**config.mk**
```make
export PLATFORM = sky130hd
export DESIGN_NAME = byte_ring_buffer_deque_flat
export DESIGN_NICKNAME = d
export VERILOG_FILES = /design/src/hdl/brb_pkg.sv /design/src/hdl/brb_if.sv /design/src/hdl/brb_ram.sv /design/src/hdl/brb_rsp_fifo.sv /design/src/hdl/brb_ctrl.sv /design/src/hdl/byte_ring_buffer_deque.sv /design/src/flat_wrapper.sv
export SDC_FILE = /design/constraint.sdc
export NUM_CORES = 2
export LEC_CHECK = 0
export ABC_AREA = 1
export BUFFER_PORTS_ARGS = -buffer_cell sky130_fd_sc_hd__clkbuf_2
export CORE_UTILIZATION = 39
export CTS_BUF_LIST = sky130_fd_sc_hd__clkbuf_4
export CTS_CLUSTER_SIZE = 14
export DETAILED_ROUTE_END_ITERATION = 6
export GPL_TIMING_DRIVEN = 0
export HOLD_SLACK_MARGIN = 0.12
export MAX_ROUTING_LAYER = met4
export PLACE_DENSITY = 0.6
export SLEW_MARGIN = 40
export SYNTH_ARGS = -nofsm -noshare
export SYNTH_HDL_FRONTEND = slang
export SYNTH_HIERARCHICAL = 1
export SYNTH_SLANG_ARGS = --single-unit
```
**constraint.sdc**
```tcl
create_clock -name clock -period 5.45 [get_ports clock]
set_input_delay 0.8175 -clock clock [delete_from_list [all_inputs] [get_ports clock]]
set_output_delay 0.8175 -clock clock [all_outputs]
set_load 0.05 [all_outputs]
```
**src/hdl/brb_pkg.sv**
```systemverilog
// Shared types and constants of the byte ring buffer deque.
package brb_pkg;

   localparam int CMD_W         = 3;
   localparam int DATA_W        = 8;
   localparam int CNT_W         = 5;
   localparam int FILL_W        = 9;
   localparam int DEPTH_DEF     = 256;
   localparam int MAX_BURST_DEF = 16;

   typedef enum logic [CMD_W-1:0] {
      CMD_WR_LOSSLESS  = 3'd0,
      CMD_WR_OVERWRITE = 3'd1,
      CMD_READ         = 3'd2,
      CMD_PEEK         = 3'd3,
      CMD_RREAD        = 3'd4,
      CMD_RPEEK        = 3'd5
   } cmd_type;

   typedef enum logic {
      ST_IDLE,
      ST_BURST
   } state_type;

   typedef struct packed {
      logic [DATA_W-1:0] out_byte;
      logic              has_byte;
      logic              accepted;
      logic [FILL_W-1:0] fill_level;
      logic              last;
   } rsp_type;

   typedef struct packed {
      logic    valid;
      rsp_type item;
   } push_type;

   typedef struct packed {
      logic [1:0] level;
      logic       pop;
   } qstat_type;

endpackage

```
**src/hdl/brb_if.sv**
```systemverilog
// Channel interfaces for commands and results.
interface brb_req_if;
   logic                        valid;
   logic                        ready;
   logic [brb_pkg::CMD_W-1:0]   command;
   logic [brb_pkg::DATA_W-1:0]  data_byte;
   logic [brb_pkg::CNT_W-1:0]   count;

   modport source (output valid, command, data_byte, count, input ready);
   modport sink   (input valid, command, data_byte, count, output ready);
endinterface

interface brb_rsp_if;
   logic                        valid;
   logic                        ready;
   logic [brb_pkg::DATA_W-1:0]  out_byte;
   logic                        has_byte;
   logic                        accepted;
   logic [brb_pkg::FILL_W-1:0]  fill_level;
   logic                        last;

   modport source (output valid, out_byte, has_byte, accepted, fill_level, last,
                   input ready);
   modport sink   (input valid, out_byte, has_byte, accepted, fill_level, last,
                   output ready);
endinterface

```
**src/hdl/brb_ram.sv**
```systemverilog
// Generic single-port-write, single-port-read RAM with registered read data.
module brb_ram #(
   parameter int WIDTH = 8,
   parameter int DEPTH = 256
) (
   input  logic                     clock,
   input  logic                     we,
   input  logic [$clog2(DEPTH)-1:0] waddr,
   input  logic [WIDTH-1:0]         wdata,
   input  logic [$clog2(DEPTH)-1:0] raddr,
   output logic [WIDTH-1:0]         rdata
);

   logic [WIDTH-1:0] mem_ff [DEPTH];
   logic [WIDTH-1:0] rdata_ff;

   always_ff @(posedge clock) begin
      if (we) begin
         mem_ff[waddr] <= wdata;
      end
      rdata_ff <= mem_ff[raddr];
   end

   assign rdata = rdata_ff;

endmodule

```
**src/hdl/brb_rsp_fifo.sv**
```systemverilog
// Two-entry result queue between the command control and the result channel.
module brb_rsp_fifo (
   input  logic                clock,
   input  logic                reset,
   input  brb_pkg::push_type   push,
   brb_rsp_if.source           rsp,
   output brb_pkg::qstat_type  qstat
);

   brb_pkg::rsp_type slot_ff [2];
   logic             wr_ff, wr_in;
   logic             rd_ff, rd_in;
   logic [1:0]       level_ff, level_in;
   logic             pop;
   brb_pkg::rsp_type head;

   assign head           = slot_ff[rd_ff];
   assign rsp.valid      = (level_ff != 2'd0);
   assign rsp.out_byte   = head.out_byte;
   assign rsp.has_byte   = head.has_byte;
   assign rsp.accepted   = head.accepted;
   assign rsp.fill_level = head.fill_level;
   assign rsp.last       = head.last;
   assign pop            = rsp.valid && rsp.ready;

   assign qstat.level = level_ff;
   assign qstat.pop   = pop;

   always_comb begin
      wr_in    = push.valid ? ~wr_ff : wr_ff;
      rd_in    = pop ? ~rd_ff : rd_ff;
      level_in = level_ff + 2'(push.valid) - 2'(pop);
   end

   always_ff @(posedge clock) begin
      if (reset) begin
         wr_ff    <= 1'b0;
         rd_ff    <= 1'b0;
         level_ff <= 2'd0;
      end else begin
         wr_ff    <= wr_in;
         rd_ff    <= rd_in;
         level_ff <= level_in;
      end
   end

   always_ff @(posedge clock) begin
      if (push.valid) begin
         slot_ff[wr_ff] <= push.item;
      end
   end

endmodule

```
**src/hdl/brb_ctrl.sv**
```systemverilog
// Command control: pointers, fill count, write path and read burst sequencer.
module brb_ctrl #(
   parameter int DEPTH     = brb_pkg::DEPTH_DEF,
   parameter int MAX_BURST = brb_pkg::MAX_BURST_DEF
) (
   input  logic                      clock,
   input  logic                      reset,
   brb_req_if.sink                   req,
   input  logic                      csr_we,
   input  logic [brb_pkg::FILL_W-1:0] csr_wdata,
   input  brb_pkg::qstat_type        qstat,
   output brb_pkg::push_type         push,
   output logic                      ram_we,
   output logic [$clog2(DEPTH)-1:0]  ram_waddr,
   output logic [brb_pkg::DATA_W-1:0] ram_wdata,
   output logic [$clog2(DEPTH)-1:0]  ram_raddr,
   input  logic [brb_pkg::DATA_W-1:0] ram_rdata
);

   localparam int FW = brb_pkg::FILL_W;
   localparam int PW = $clog2(DEPTH);
   localparam int SW = ((PW > FW) ? PW : FW) + 1;
   localparam int BW = $clog2(MAX_BURST + 1);
   localparam logic [FW-1:0] CAP_RST = FW'((DEPTH > 511) ? 511 : DEPTH);

   brb_pkg::state_type state_ff, state_in;
   logic [FW-1:0] cap_ff, cap_in;
   logic [PW-1:0] wp_ff, wp_in;
   logic [PW-1:0] rp_ff, rp_in;
   logic [FW-1:0] fill_ff, fill_in;
   logic [PW-1:0] addr_ff, addr_in;
   logic [BW-1:0] rem_ff, rem_in;
   logic [FW-1:0] fout_ff, fout_in;
   logic          pend_ff, pend_in;
   logic          plast_ff, plast_in;

   logic [FW-1:0] c_eff;
   logic [SW-1:0] c_x, n_x;
   logic [SW-1:0] wp_sum, rp_sum, addr_sum;
   logic [PW-1:0] wp_inc, rp_adv, addr_inc, rstart;
   logic [FW:0]   fill_p1;
   logic [FW-1:0] n_req, n;
   logic [2:0]    occ;
   logic          accept;

   // Effective capacity: zero reads as one, anything past the store as its depth.
   always_comb begin
      if (cap_ff == '0) begin
         c_eff = FW'(1);
      end else if (32'(cap_ff) > DEPTH) begin
         c_eff = FW'(DEPTH);
      end else begin
         c_eff = cap_ff;
      end
   end

   always_comb begin
      c_x      = SW'(c_eff);
      n_req    = (FW'(req.count) > FW'(MAX_BURST)) ? FW'(MAX_BURST) : FW'(req.count);
      n        = (n_req > fill_ff) ? fill_ff : n_req;
      n_x      = SW'(n);
      fill_p1  = {1'b0, fill_ff} + (FW+1)'(1);
      wp_sum   = SW'(wp_ff) + SW'(1);
      wp_inc   = (wp_sum >= c_x) ? PW'(wp_sum - c_x) : PW'(wp_sum);
      rp_sum   = SW'(rp_ff) + n_x;
      rp_adv   = (rp_sum >= c_x) ? PW'(rp_sum - c_x) : PW'(rp_sum);
      addr_sum = SW'(addr_ff) + SW'(1);
      addr_inc = (addr_sum >= c_x) ? PW'(addr_sum - c_x) : PW'(addr_sum);
      rstart   = (SW'(wp_ff) >= n_x) ? PW'(SW'(wp_ff) - n_x)
                                     : PW'(SW'(wp_ff) + c_x - n_x);
      occ      = 3'(qstat.level) + 3'(pend_ff);
   end

   assign req.ready = (state_ff == brb_pkg::ST_IDLE) && !pend_ff
                      && ((qstat.level != 2'd2) || qstat.pop);
   assign accept    = req.valid && req.ready;
   assign ram_waddr = wp_ff;
   assign ram_wdata = req.data_byte;
   assign ram_raddr = addr_ff;

   always_comb begin
      state_in = state_ff;
      cap_in   = cap_ff;
      wp_in    = wp_ff;
      rp_in    = rp_ff;
      fill_in  = fill_ff;
      addr_in  = addr_ff;
      rem_in   = rem_ff;
      fout_in  = fout_ff;
      pend_in  = 1'b0;
      plast_in = plast_ff;
      ram_we   = 1'b0;
      push     = '0;

      if (csr_we) begin
         // new capacity empties the queue; stored bytes stay
         cap_in  = csr_wdata;
         wp_in   = '0;
         rp_in   = '0;
         fill_in = '0;
      end else if (accept) begin
         push.valid     = 1'b1;
         push.item.last = 1'b1;
         case (brb_pkg::cmd_type'(req.command))
            brb_pkg::CMD_WR_LOSSLESS: begin
               if (fill_ff < c_eff) begin
                  ram_we             = 1'b1;
                  wp_in              = wp_inc;
                  fill_in            = fill_p1[FW-1:0];
                  push.item.accepted = 1'b1;
               end
            end
            brb_pkg::CMD_WR_OVERWRITE: begin
               ram_we             = 1'b1;
               wp_in              = wp_inc;
               push.item.accepted = 1'b1;
               if (fill_p1 >= {1'b0, c_eff}) begin
                  // full: drop the oldest byte
                  fill_in = c_eff;
                  rp_in   = wp_inc;
               end else begin
                  fill_in = fill_p1[FW-1:0];
               end
            end
            brb_pkg::CMD_READ, brb_pkg::CMD_PEEK,
            brb_pkg::CMD_RREAD, brb_pkg::CMD_RPEEK: begin
               if (n != '0) begin
                  push.valid = 1'b0;
                  state_in   = brb_pkg::ST_BURST;
                  rem_in     = BW'(n);
                  addr_in    = rp_ff;
                  if ((brb_pkg::cmd_type'(req.command) == brb_pkg::CMD_RREAD)
                      || (brb_pkg::cmd_type'(req.command) == brb_pkg::CMD_RPEEK)) begin
                     addr_in = rstart;
                  end
                  if (brb_pkg::cmd_type'(req.command) == brb_pkg::CMD_READ) begin
                     rp_in   = rp_adv;
                     fill_in = fill_ff - n;
                  end else if (brb_pkg::cmd_type'(req.command) == brb_pkg::CMD_RREAD) begin
                     wp_in   = rstart;
                     fill_in = fill_ff - n;
                  end
                  fout_in = fill_in;
               end
            end
            default: begin
            end
         endcase
         push.item.fill_level = fill_in;
      end else if (state_ff == brb_pkg::ST_BURST) begin
         // issue a read only when its data will find a free queue slot
         if (occ <= 3'd1 + 3'(qstat.pop)) begin
            addr_in  = addr_inc;
            rem_in   = rem_ff - BW'(1);
            pend_in  = 1'b1;
            plast_in = (rem_ff == BW'(1));
            if (rem_ff == BW'(1)) begin
               state_in = brb_pkg::ST_IDLE;
            end
         end
      end

      if (pend_ff) begin
         push.valid           = 1'b1;
         push.item.out_byte   = ram_rdata;
         push.item.has_byte   = 1'b1;
         push.item.accepted   = 1'b0;
         push.item.fill_level = fout_ff;
         push.item.last       = plast_ff;
      end
   end

   always_ff @(posedge clock) begin
      if (reset) begin
         state_ff <= brb_pkg::ST_IDLE;
         cap_ff   <= CAP_RST;
         wp_ff    <= '0;
         rp_ff    <= '0;
         fill_ff  <= '0;
         rem_ff   <= '0;
         pend_ff  <= 1'b0;
      end else begin
         state_ff <= state_in;
         cap_ff   <= cap_in;
         wp_ff    <= wp_in;
         rp_ff    <= rp_in;
         fill_ff  <= fill_in;
         rem_ff   <= rem_in;
         pend_ff  <= pend_in;
      end
   end

   always_ff @(posedge clock) begin
      addr_ff  <= addr_in;
      fout_ff  <= fout_in;
      plast_ff <= plast_in;
   end

endmodule

```
**src/hdl/byte_ring_buffer_deque.sv**
```systemverilog
// Byte ring buffer deque: lossless and overwriting writes, reads and peeks
// from the oldest end, reverse reads and peeks from the newest end. The
// bytes live in one DEPTH-entry RAM with a registered read port; pointers
// and the fill count sit in registers. A write, or a command with nothing to
// return, is done once it is taken and its result lands in a two-entry output
// queue, so the next command is taken while one result still waits. A read
// command that returns n bytes (n at most MAX_BURST and at most the fill
// level) runs in steps: the command is taken, the RAM read port is given one
// address per byte, and the last byte comes back; under back pressure the
// burst waits for queue space. A capacity write empties the queue at once
// and keeps the stored bytes; there is no clearing pass after reset.
module byte_ring_buffer_deque #(
   parameter int DEPTH     = brb_pkg::DEPTH_DEF,
   parameter int MAX_BURST = brb_pkg::MAX_BURST_DEF
) (
   input  logic                       clock,
   input  logic                       reset,
   brb_req_if.sink                    req_ch,
   brb_rsp_if.source                  rsp_ch,
   input  logic                       csr_we,
   input  logic [brb_pkg::FILL_W-1:0] csr_wdata
);

   localparam int PW = $clog2(DEPTH);

   brb_pkg::push_type           push;
   brb_pkg::qstat_type          qstat;
   logic                        ram_we;
   logic [PW-1:0]               ram_waddr;
   logic [brb_pkg::DATA_W-1:0]  ram_wdata;
   logic [PW-1:0]               ram_raddr;
   logic [brb_pkg::DATA_W-1:0]  ram_rdata;

   brb_ctrl #(
      .DEPTH     (DEPTH),
      .MAX_BURST (MAX_BURST)
   ) u_ctrl (
      .clock     (clock),
      .reset     (reset),
      .req       (req_ch),
      .csr_we    (csr_we),
      .csr_wdata (csr_wdata),
      .qstat     (qstat),
      .push      (push),
      .ram_we    (ram_we),
      .ram_waddr (ram_waddr),
      .ram_wdata (ram_wdata),
      .ram_raddr (ram_raddr),
      .ram_rdata (ram_rdata)
   );

   brb_ram #(
      .WIDTH (brb_pkg::DATA_W),
      .DEPTH (DEPTH)
   ) u_store (
      .clock (clock),
      .we    (ram_we),
      .waddr (ram_waddr),
      .wdata (ram_wdata),
      .raddr (ram_raddr),
      .rdata (ram_rdata)
   );

   brb_rsp_fifo u_rsp_fifo (
      .clock (clock),
      .reset (reset),
      .push  (push),
      .rsp   (rsp_ch),
      .qstat (qstat)
   );

   // a result never lands on a full queue that is not draining
   a_no_overflow: assert property (@(posedge clock) disable iff (reset)
      push.valid |-> ((qstat.level != 2'd2) || qstat.pop))
      else $error("result pushed into full output queue");

   // the store is written only by an accepted command transfer
   a_write_on_transfer: assert property (@(posedge clock) disable iff (reset)
      ram_we |-> (req_ch.valid && req_ch.ready))
      else $error("store written without a command transfer");

   // no command is taken while burst data is still on its way back
   a_hold_during_burst: assert property (@(posedge clock) disable iff (reset)
      (push.valid && push.item.has_byte && !push.item.last) |-> !req_ch.ready)
      else $error("command taken in the middle of a read burst");

endmodule

```
**src/flat_wrapper.sv**
```systemverilog
// flat-port wrapper written by rule: the top's interface ports become plain ports
module byte_ring_buffer_deque_flat 
#(
   parameter int DEPTH     = brb_pkg::DEPTH_DEF,
   parameter int MAX_BURST = brb_pkg::MAX_BURST_DEF
)
  (clock, reset, csr_we, csr_wdata, req_ch_valid, req_ch_command, req_ch_data_byte, req_ch_count, req_ch_ready, rsp_ch_valid, rsp_ch_out_byte, rsp_ch_has_byte, rsp_ch_accepted, rsp_ch_fill_level, rsp_ch_last, rsp_ch_ready);
  brb_req_if req_ch_i ();
  brb_rsp_if rsp_ch_i ();
  input  logic clock;
  input  logic reset;
  input  logic csr_we;
  input  logic [brb_pkg::FILL_W-1:0] csr_wdata;
  input wire logic [$bits(req_ch_i.valid)-1:0] req_ch_valid;
  input wire logic [$bits(req_ch_i.command)-1:0] req_ch_command;
  input wire logic [$bits(req_ch_i.data_byte)-1:0] req_ch_data_byte;
  input wire logic [$bits(req_ch_i.count)-1:0] req_ch_count;
  output wire logic [$bits(req_ch_i.ready)-1:0] req_ch_ready;
  output wire logic [$bits(rsp_ch_i.valid)-1:0] rsp_ch_valid;
  output wire logic [$bits(rsp_ch_i.out_byte)-1:0] rsp_ch_out_byte;
  output wire logic [$bits(rsp_ch_i.has_byte)-1:0] rsp_ch_has_byte;
  output wire logic [$bits(rsp_ch_i.accepted)-1:0] rsp_ch_accepted;
  output wire logic [$bits(rsp_ch_i.fill_level)-1:0] rsp_ch_fill_level;
  output wire logic [$bits(rsp_ch_i.last)-1:0] rsp_ch_last;
  input wire logic [$bits(rsp_ch_i.ready)-1:0] rsp_ch_ready;
  assign req_ch_i.valid = req_ch_valid;
  assign req_ch_i.command = req_ch_command;
  assign req_ch_i.data_byte = req_ch_data_byte;
  assign req_ch_i.count = req_ch_count;
  assign req_ch_ready = req_ch_i.ready;
  assign rsp_ch_valid = rsp_ch_i.valid;
  assign rsp_ch_out_byte = rsp_ch_i.out_byte;
  assign rsp_ch_has_byte = rsp_ch_i.has_byte;
  assign rsp_ch_accepted = rsp_ch_i.accepted;
  assign rsp_ch_fill_level = rsp_ch_i.fill_level;
  assign rsp_ch_last = rsp_ch_i.last;
  assign rsp_ch_i.ready = rsp_ch_ready;
  byte_ring_buffer_deque #(.DEPTH(DEPTH), .MAX_BURST(MAX_BURST)) u_core (.clock(clock), .reset(reset), .req_ch(req_ch_i), .rsp_ch(rsp_ch_i), .csr_we(csr_we), .csr_wdata(csr_wdata));
endmodule
```
==> After elaboration in Yosys (flattened, before gate mapping) <==
Memory sizes are Yosys's and may differ from the RTL's. A register that Yosys moved wholly into a read port is not among the register bits.
Index checks and enable logic that the tools add are counted.
{ "word_totals": {"word_cells": 143, "mem_count": 2, "mem_bits_rw": 2088, "in_bits": 30, "output_inout_bits": 22, "ff_bits": 63} }
{ "classes": {"n_eq_ne": 15, "mux": 58, "n_reduce_logical": 24, "bitwise": 5, "addsub": 16, "order_cmp": 10} }
{ "mem_list": {"columns": ["name", "depth", "width", "read_ports", "rd_ports_with_merged_regs", "wr", "line_no", "source"], "rows": [
  ["u_core.u_store.mem_ff", 256, 8, 1, 1, 1, "brb_ram.sv:14", "logic [WIDTH-1:0] mem_ff [DEPTH];"],
  ["u_core.u_rsp_fifo.slot_ff", 2, 20, 1, 1, 1, "brb_rsp_fifo.sv:10", "brb_pkg::rsp_type slot_ff [2];"]
]} }
{ "ops": {"columns": ["op", "count"], "rows": [
  ["two-way mux 8 bit", 17],
  ["two-way mux 9 bit", 8],
  ["subtractor 8 bit", 5],
  ["two-way mux 5 bit", 6],
  ["case mux 9 bit (3 select lines)", 1],
  ["case mux 8 bit (3 select lines)", 1],
  ["two-way mux 11 bit", 2],
  ["two-way mux 21 bit", 1],
  ["greater-or-equal comparator 10 x 9 -> 1 bit", 2],
  ["two-way mux 1 bit", 20],
  ["adder 8 x 1 -> 9 bit, second input constant", 2],
  ["greater-or-equal comparator 9 bit", 2],
  ["case mux 8 bit (2 select lines)", 1],
  ["!= test 2 bit, second input constant", 7],
  ["adder 8 x 9 -> 10 bit", 1],
  ["adder 9 x 1 -> 10 bit, second input constant", 1],
  ["AND reduction 5 bit", 2],
  ["greater-or-equal comparator 8 x 9 -> 1 bit", 1],
  ["> comparator 5 x 9 -> 1 bit", 1],
  ["> comparator 9 bit, second input constant", 1],
  ["logical NOT 9 bit", 1],
  ["< comparator 9 bit", 1],
  ["nonzero test 9 bit", 1],
  ["subtractor 9 bit", 1],
  ["other kinds (26)", 42]
]} }

==> Longest topological paths before layout <==
{ "logic_depth": {"depth_word": 14, "depth_mapped": 30, "ltp_nobuf": 30} }

==> By module <==
The synthesis kept the hierarchy.
{ "modules_own_cells": {"columns": ["module", "instances", "seq_area_each_um2", "area_per_inst_um2", "cells_per_inst"], "rows": [
  ["brb_ram", 1, 61659.1, 83396.2, 7003],
  ["brb_ctrl", 1, 1361.3, 7323.3, 1096],
  ["brb_rsp_fifo", 1, 1301.2, 1766.7, 98]
]} }

==> Least setup slack after synthesis <==
No wires, ideal clock.
{ "synth_timing": {"kind": "input to register", "start": "in req_ch_count[2]", "end": "reg u_core.u_ctrl.rp_ff[5]", "stages": 24, "t_required_ps": 5336, "t_arrival_ps": 4664, "slack_ps": 672, "setup_ps": 114, "path_cell_list": "nor4_1 o21ai_0 ha_1 a21oi_4 nand2_4 o21ai_4 inv_1 fa_1 o21ai_0 a21oi_1 o21bai_1 xnor2_1 inv_1 ha_1 a21o_1 a21oi_1 a21boi_0 nand3_1 inv_1 a21oi_1 o21ai_0 nand2_1 nor2_1 nor2_2"} }
{ "synth_between": {"elab_chain_cells": 10, "word_cells_on_any_way": 14, "cone_classes": "2 x add/sub; 3 x order compare; 1 x eq/ne; 6 x mux; 2 x reduce/logical"} }
{ "synth_rtl": {"columns": ["element", "line_no", "source"], "rows": [
  ["start: declaration", "flat_wrapper.sv:17", "input wire logic [$bits(req_ch_i.count)-1:0] req_ch_count;"],
  ["> comparator 5 bit", "brb_ctrl.sv:59", "n_req = (FW'(req.count) > FW'(MAX_BURST)) ? FW'(MAX_BURST) : FW'(req.count);"],
  ["two-way mux 5 bit *", "brb_ctrl.sv:59", null],
  ["> comparator 5 x 9 -> 1 bit", "brb_ctrl.sv:60", "n = (n_req > fill_ff) ? fill_ff : n_req;"],
  ["two-way mux 9 bit *", "brb_ctrl.sv:60", null],
  ["adder 8 x 9 -> 10 bit", "brb_ctrl.sv:65", "rp_sum = SW'(rp_ff) + n_x;"],
  ["subtractor 8 bit / greater-or-equal comparator 10 x 9 -> 1 bit (equally long branches)", "brb_ctrl.sv:66", "rp_adv = (rp_sum >= c_x) ? PW'(rp_sum - c_x) : PW'(rp_sum);"],
  ["two-way mux 8 bit", "brb_ctrl.sv:66", null],
  ["two-way mux 8 bit", "brb_ctrl.sv:136", "if (brb_pkg::cmd_type'(req.command) == brb_pkg::CMD_READ) begin"],
  ["two-way mux 8 bit", "brb_ctrl.sv:127", "if (n != '0) begin"],
  ["case mux 8 bit (2 select lines)", "brb_ctrl.sv:104", "case (brb_pkg::cmd_type'(req.command))"],
  ["end signal: assignment", "brb_ctrl.sv:186", "rp_ff <= rp_in;"],
  ["end: declaration", "brb_ctrl.sv:29", "logic [PW-1:0] rp_ff, rp_in;"]
]} }
Mark *: on every way between the ends. The rest lies on a longest branch, timed or not. The select of a mux whose other input is x is not followed.
A chain may end at the register's enable or synchronous reset.

==> Final worst setup path <==
{ "layout_timing": {"start": "reg u_core.u_ctrl.cap_ff[5]", "end": "mem u_core.u_store.mem_ff[106][5], enable pin"} }
{ "layout_between": {"elab_chain_cells": 10, "word_cells_on_any_way": 11, "cone_classes": "2 x order compare; 8 x mux; 1 x reduce/logical"} }
{ "layout_rtl": {"columns": ["element", "line_no", "source"], "rows": [
  ["start: declaration", "brb_ctrl.sv:27", "logic [FW-1:0] cap_ff, cap_in;"],
  ["start signal: assignment", "brb_ctrl.sv:184", "cap_ff <= cap_in;"],
  ["> comparator 9 bit", "brb_ctrl.sv:50", "end else if (32'(cap_ff) > DEPTH) begin"],
  ["two-way mux 9 bit", "brb_ctrl.sv:50", null],
  ["two-way mux 9 bit *", "brb_ctrl.sv:48", "if (cap_ff == '0) begin"],
  ["< comparator 9 bit *", "brb_ctrl.sv:106", "if (fill_ff < c_eff) begin"],
  ["two-way mux 1 bit *", "brb_ctrl.sv:106", null],
  ["case mux 1 bit (2 select lines) *", "brb_ctrl.sv:104", null],
  ["two-way mux 1 bit *", "brb_ctrl.sv:101", "end else if (accept) begin"],
  ["two-way mux 1 bit *", "brb_ctrl.sv:95", "if (csr_we) begin"],
  ["net u_core.ram_we", "byte_ring_buffer_deque.sv:28", "logic ram_we;"],
  ["two-way mux 1 bit *", "brb_ram.sv:18", "if (we) begin"],
  ["two-way mux 1 bit (implied by the code) *", "brb_ram.sv:19", "mem_ff[waddr] <= wdata;"],
  ["end: declaration", "brb_ram.sv:14", null]
]} }
Mark *: on every way through the listed nets, which the timed path passes. The rest lies on a longest branch.

==> results.yml <==
global_route:
  grt_max_degree: 109
  grt_pass1_vias: 68100
  grt_usage_pct: 32.1
  grt_first_pass_wirelength_um: 516000
  grt_overflow_total: 0
  antenna_found_initial: 16
floorplanning:
  rows: 178
  ios: 52
  die-area_mm2: 0.239
  die_h_um: 489
  die_x_um: 489
  design.core.area_mm2: 0.235
  initial_core_util_pct: 39.3
min_path:
  hp-class: "input port to flip-flop"
sta:
  maxSlewViolCount: 0
  max_slew_margin_pct: 23.0
  setup_viol_count_final: 0
  period_share_pct: 99.0
  fin_crit_ns: 5.39
  finalHoldViolCount: 0
  hold_ws_ns: 0.218
  worst_slack_ns: 0.0568
  rsz0062_at_grt: "true"
  max_freq_mhz: 185
  worst_pin_slew_ns: 1.16
  clock_skew_ns: 0.134
placed_design:
  place.gp.congestion: 1.07
  postPlaceCellArea_mm2: 0.0982
  placed_cells: 11400
  place_ws_ns: -0.501
  portBuffers: 43
  hpwlAfterDp_um: 261000
synth:
  synth_area_mm2: 0.0925
  async_flop_share_pct: 0
  synth_top_cell_by_area: "edfxtp_1"
  synth_top_cell_area_share_pct: 68.4
  yosysMostFrequentCell: "nand2_1"
  synthSimpleGateAreaFrac_pct: 22.9
  synth_seq_area_share_pct: 69.5
  synth.area.top_cells: "edfxtp_1 68%, nand3_1 11%, nand2_1 9.6%"
  synth_cell_type_count: 57
  syn_area_per_cell_um2: 11.3
  synthXorXnorAreaFrac_pct: 0.473
  synth_common_cells: "2,359 x nand2_1, 2,106 x edfxtp_1, 2,096 x nand3_1"
  synth_compound_area_share_pct: 1.49
  synth_fa_ha_area_share_pct: 1.51
  synthFlopType: "edfxtp_1"
  ys_ff_latch: 2160
  muxShareOfSynthArea_pct: 0.325
  yosys_warnings: 6
  synth_edf_count: 2106
  synth_top_family_by_area: "simple AND/OR/NAND/NOR gates"
  syn_inst: 8197
route:
  dr_total_vias: 72800
  ant_nets: 0
  vias_per_cell: 5.84
  drtIter0Drc: 10700
  totalWireLength_um: 379000
  first_pass_iters: 7
  drcViolationCount: 18
  wl_per_cell_um: 30.4
setup_path:
  worstSetupPathType: "flip-flop to flip-flop"
  startpoint_type: "flip-flop"
  end_kind: "flip-flop"
  arrival_ns: 6.44
  worstPathMaxFanout: 10
  worstPathRequired_ns: 6.49
pwr:
  ir_worst_vdd_v: 0.000228
  power_leakage_nw: 38.9
  cellPowerDensity_mw_per_mm2: 403
final_layout:
  nFillCells: 21900
  ff_latch_area_mm2: 0.0643
  layout-drive-gt1-share_pct: 18.9
  multiInputGateArea_mm2: 0.0261
  final_core_util_pct: 45.4
  final_area_mm2: 0.107
  area_growth_pct: 15.7
  layout.nets: 9067
  fin_cells: 12500
clocking:
  cts_tree: "done"
  cts_made_buffers: 586
  cts.sink_count: 2160
  clockBufferDepth: 4
  root_buffer: "clkbuf_4"
  clk_latency_ns: 1.41
  h-tree-depth: 6
  path_clk_slew_ns: 0.07
flow_run:
  cap_viol_max_count: 0
status:
  outcome: "finished with violations"
  violations: "design-rule violations"
==> cell type report <==
cell class                      count  area share [%]
Inverter                          218           0.771
Buffer                            517            2.68
Clock buffer                      840            5.90
Sequential cell                  2160            60.1
Tap cell                         3150            3.68
Clock inverter                    109           0.725
Timing Repair Buffer              143            1.68
Multi-Input combinational cell   5308            24.4
Antenna cell                       27          0.0632
==> through the flow <==
stage / power, W / setup TNS (ns)
6_report: 0.0431 / 0
5_1_grt: 0.0444 / -1.59
4_1_cts: 0.0427 / -12.32
3_5_place_dp: 0.0284 / -319.17
3_3_place_gp: 0.0283 / -821.61
2_1_floorplan: 0.0241 / 0
==> sequential cells by signal, summed over array words and instances (netlist names), named ones only <==
| name | count |
|---|---|
| u_core/u_store/mem_ff | 2048 |
| u_core/u_rsp_fifo/slot_ff | 40 |
| u_core/u_ctrl/cap_ff | 9 |
| u_core/u_ctrl/fill_ff | 9 |
| u_core/u_ctrl/fout_ff | 9 |
| u_core/u_ctrl/ram_raddr | 8 |
| u_core/u_ctrl/ram_waddr | 8 |
| u_core/u_ctrl/rp_ff | 8 |
| u_core/u_store/rdata | 8 |
| u_core/u_ctrl/rem_ff | 5 |
| u_core/u_rsp_fifo/level_ff | 2 |
| u_core/u_ctrl/pend_ff | 1 |
| u_core/u_ctrl/plast_ff | 1 |
| u_core/u_ctrl/state_ff | 1 |
| u_core/u_rsp_fifo/rd_ff | 1 |
| u_core/u_rsp_fifo/wr_ff | 1 |
==> where the power goes <==
part	internal [W]	switching, W
clock	0.00758	0.00687
sequential	0.0183	0.000102
combinational	0.00244	0.00775
total	0.0284	0.0147
==> path summary, 6_finish.rpt <==
| path | slack, ns | to | cells past startpoint | from |
|---|---|---|---|---|
| max | 0.06 | u_core/u_store/mem_ff[106][5]$_DFFE_PP_ | 16 | u_core/u_ctrl/cap_ff[5]$_SDFFE_PP0P_ |
| min | 0.22 | u_core/u_ctrl/rem_ff[0]$_SDFFE_PP0P_ | 6 | req_ch_count[4] |
| max reg2reg | 0.06 | u_core/u_store/mem_ff[106][5]$_DFFE_PP_ | 16 | u_core/u_ctrl/cap_ff[5]$_SDFFE_PP0P_ |
| min reg2reg | 0.48 | u_core/u_ctrl/state_ff$_SDFFE_PP0P_ | 2 | u_core/u_ctrl/state_ff$_SDFFE_PP0P_ |
==> layer usage <==
| layer | part of all wire [%] | wire length (um) | GRT usage (%) |
|---|---|---|---|
| met1 | 37 | 139000 | 39.2 |
| met5 | 0 | 0 | - |
| met2 | 43 | 165000 | 46.2 |
| met3 | 14 | 52600 | 11.4 |
| met4 | 6.0 | 22800 | 17.7 |
==> cell families after synthesis <==
| family | Yosys count |
|---|---|
| buffers and inverters | 735 |
| adder cells (fa/ha/maj) | 103 |
| XOR/XNOR | 50 |
| multiplexers | 20 |
| AO/OA/AOI/OAI | 247 |
| flip-flops | 2160 |
| AND/OR/NAND/NOR | 4880 |
| other | 2 |
==> layout by cell type (no fill, tap or decap), types with 36 or more instances in the layout <==
cell	netlist	layout
ha_1	89	89
dfxtp_1	54	53
clkbuf_2	0	101
inv_1	208	204
nor2_1	359	106
nand2_1	2359	2358
clkinv_1	1	72
xor2_1	36	36
o21ai_0	71	70
nor2_2	6	119
buf_2	272	298
nand3_1	2096	2094
edfxtp_1	2106	2106
buf_4	56	60
a21oi_1	109	108
clkbuf_1	124	51
clkbuf_4	0	850
dlygate4sd3_1	0	46
nor2_4	2	142
==> critical path: stages (launching register included) <==
cell and delay, ns:
dfxtp_1 0.34, inv_1 0.10, nand4_1 0.16, o21ai_2 0.33, inv_1 0.14, nor2_1 0.18, inv_1 0.29, ha_1 0.38
a21oi_1 0.12, o21ai_0 0.09, nand2_1 0.08, nand4_1 0.35, a21oi_2 0.38, clkbuf_1 0.43, nand2_1 0.40, clkbuf_4 0.52
nor2_2 0.68
==> what timing repair did <==
item | 4_1_cts | 5_1_grt
endpoints found under the setup margin | 1478 | 1397
pin swaps | 7 | 10
gates resized for setup | 132 | 55
hold endpoints to repair | 1203 | 0
hold buffers | 46 | 0
buffers inserted | 8 | 16
(Power assumes the default switching activity.)
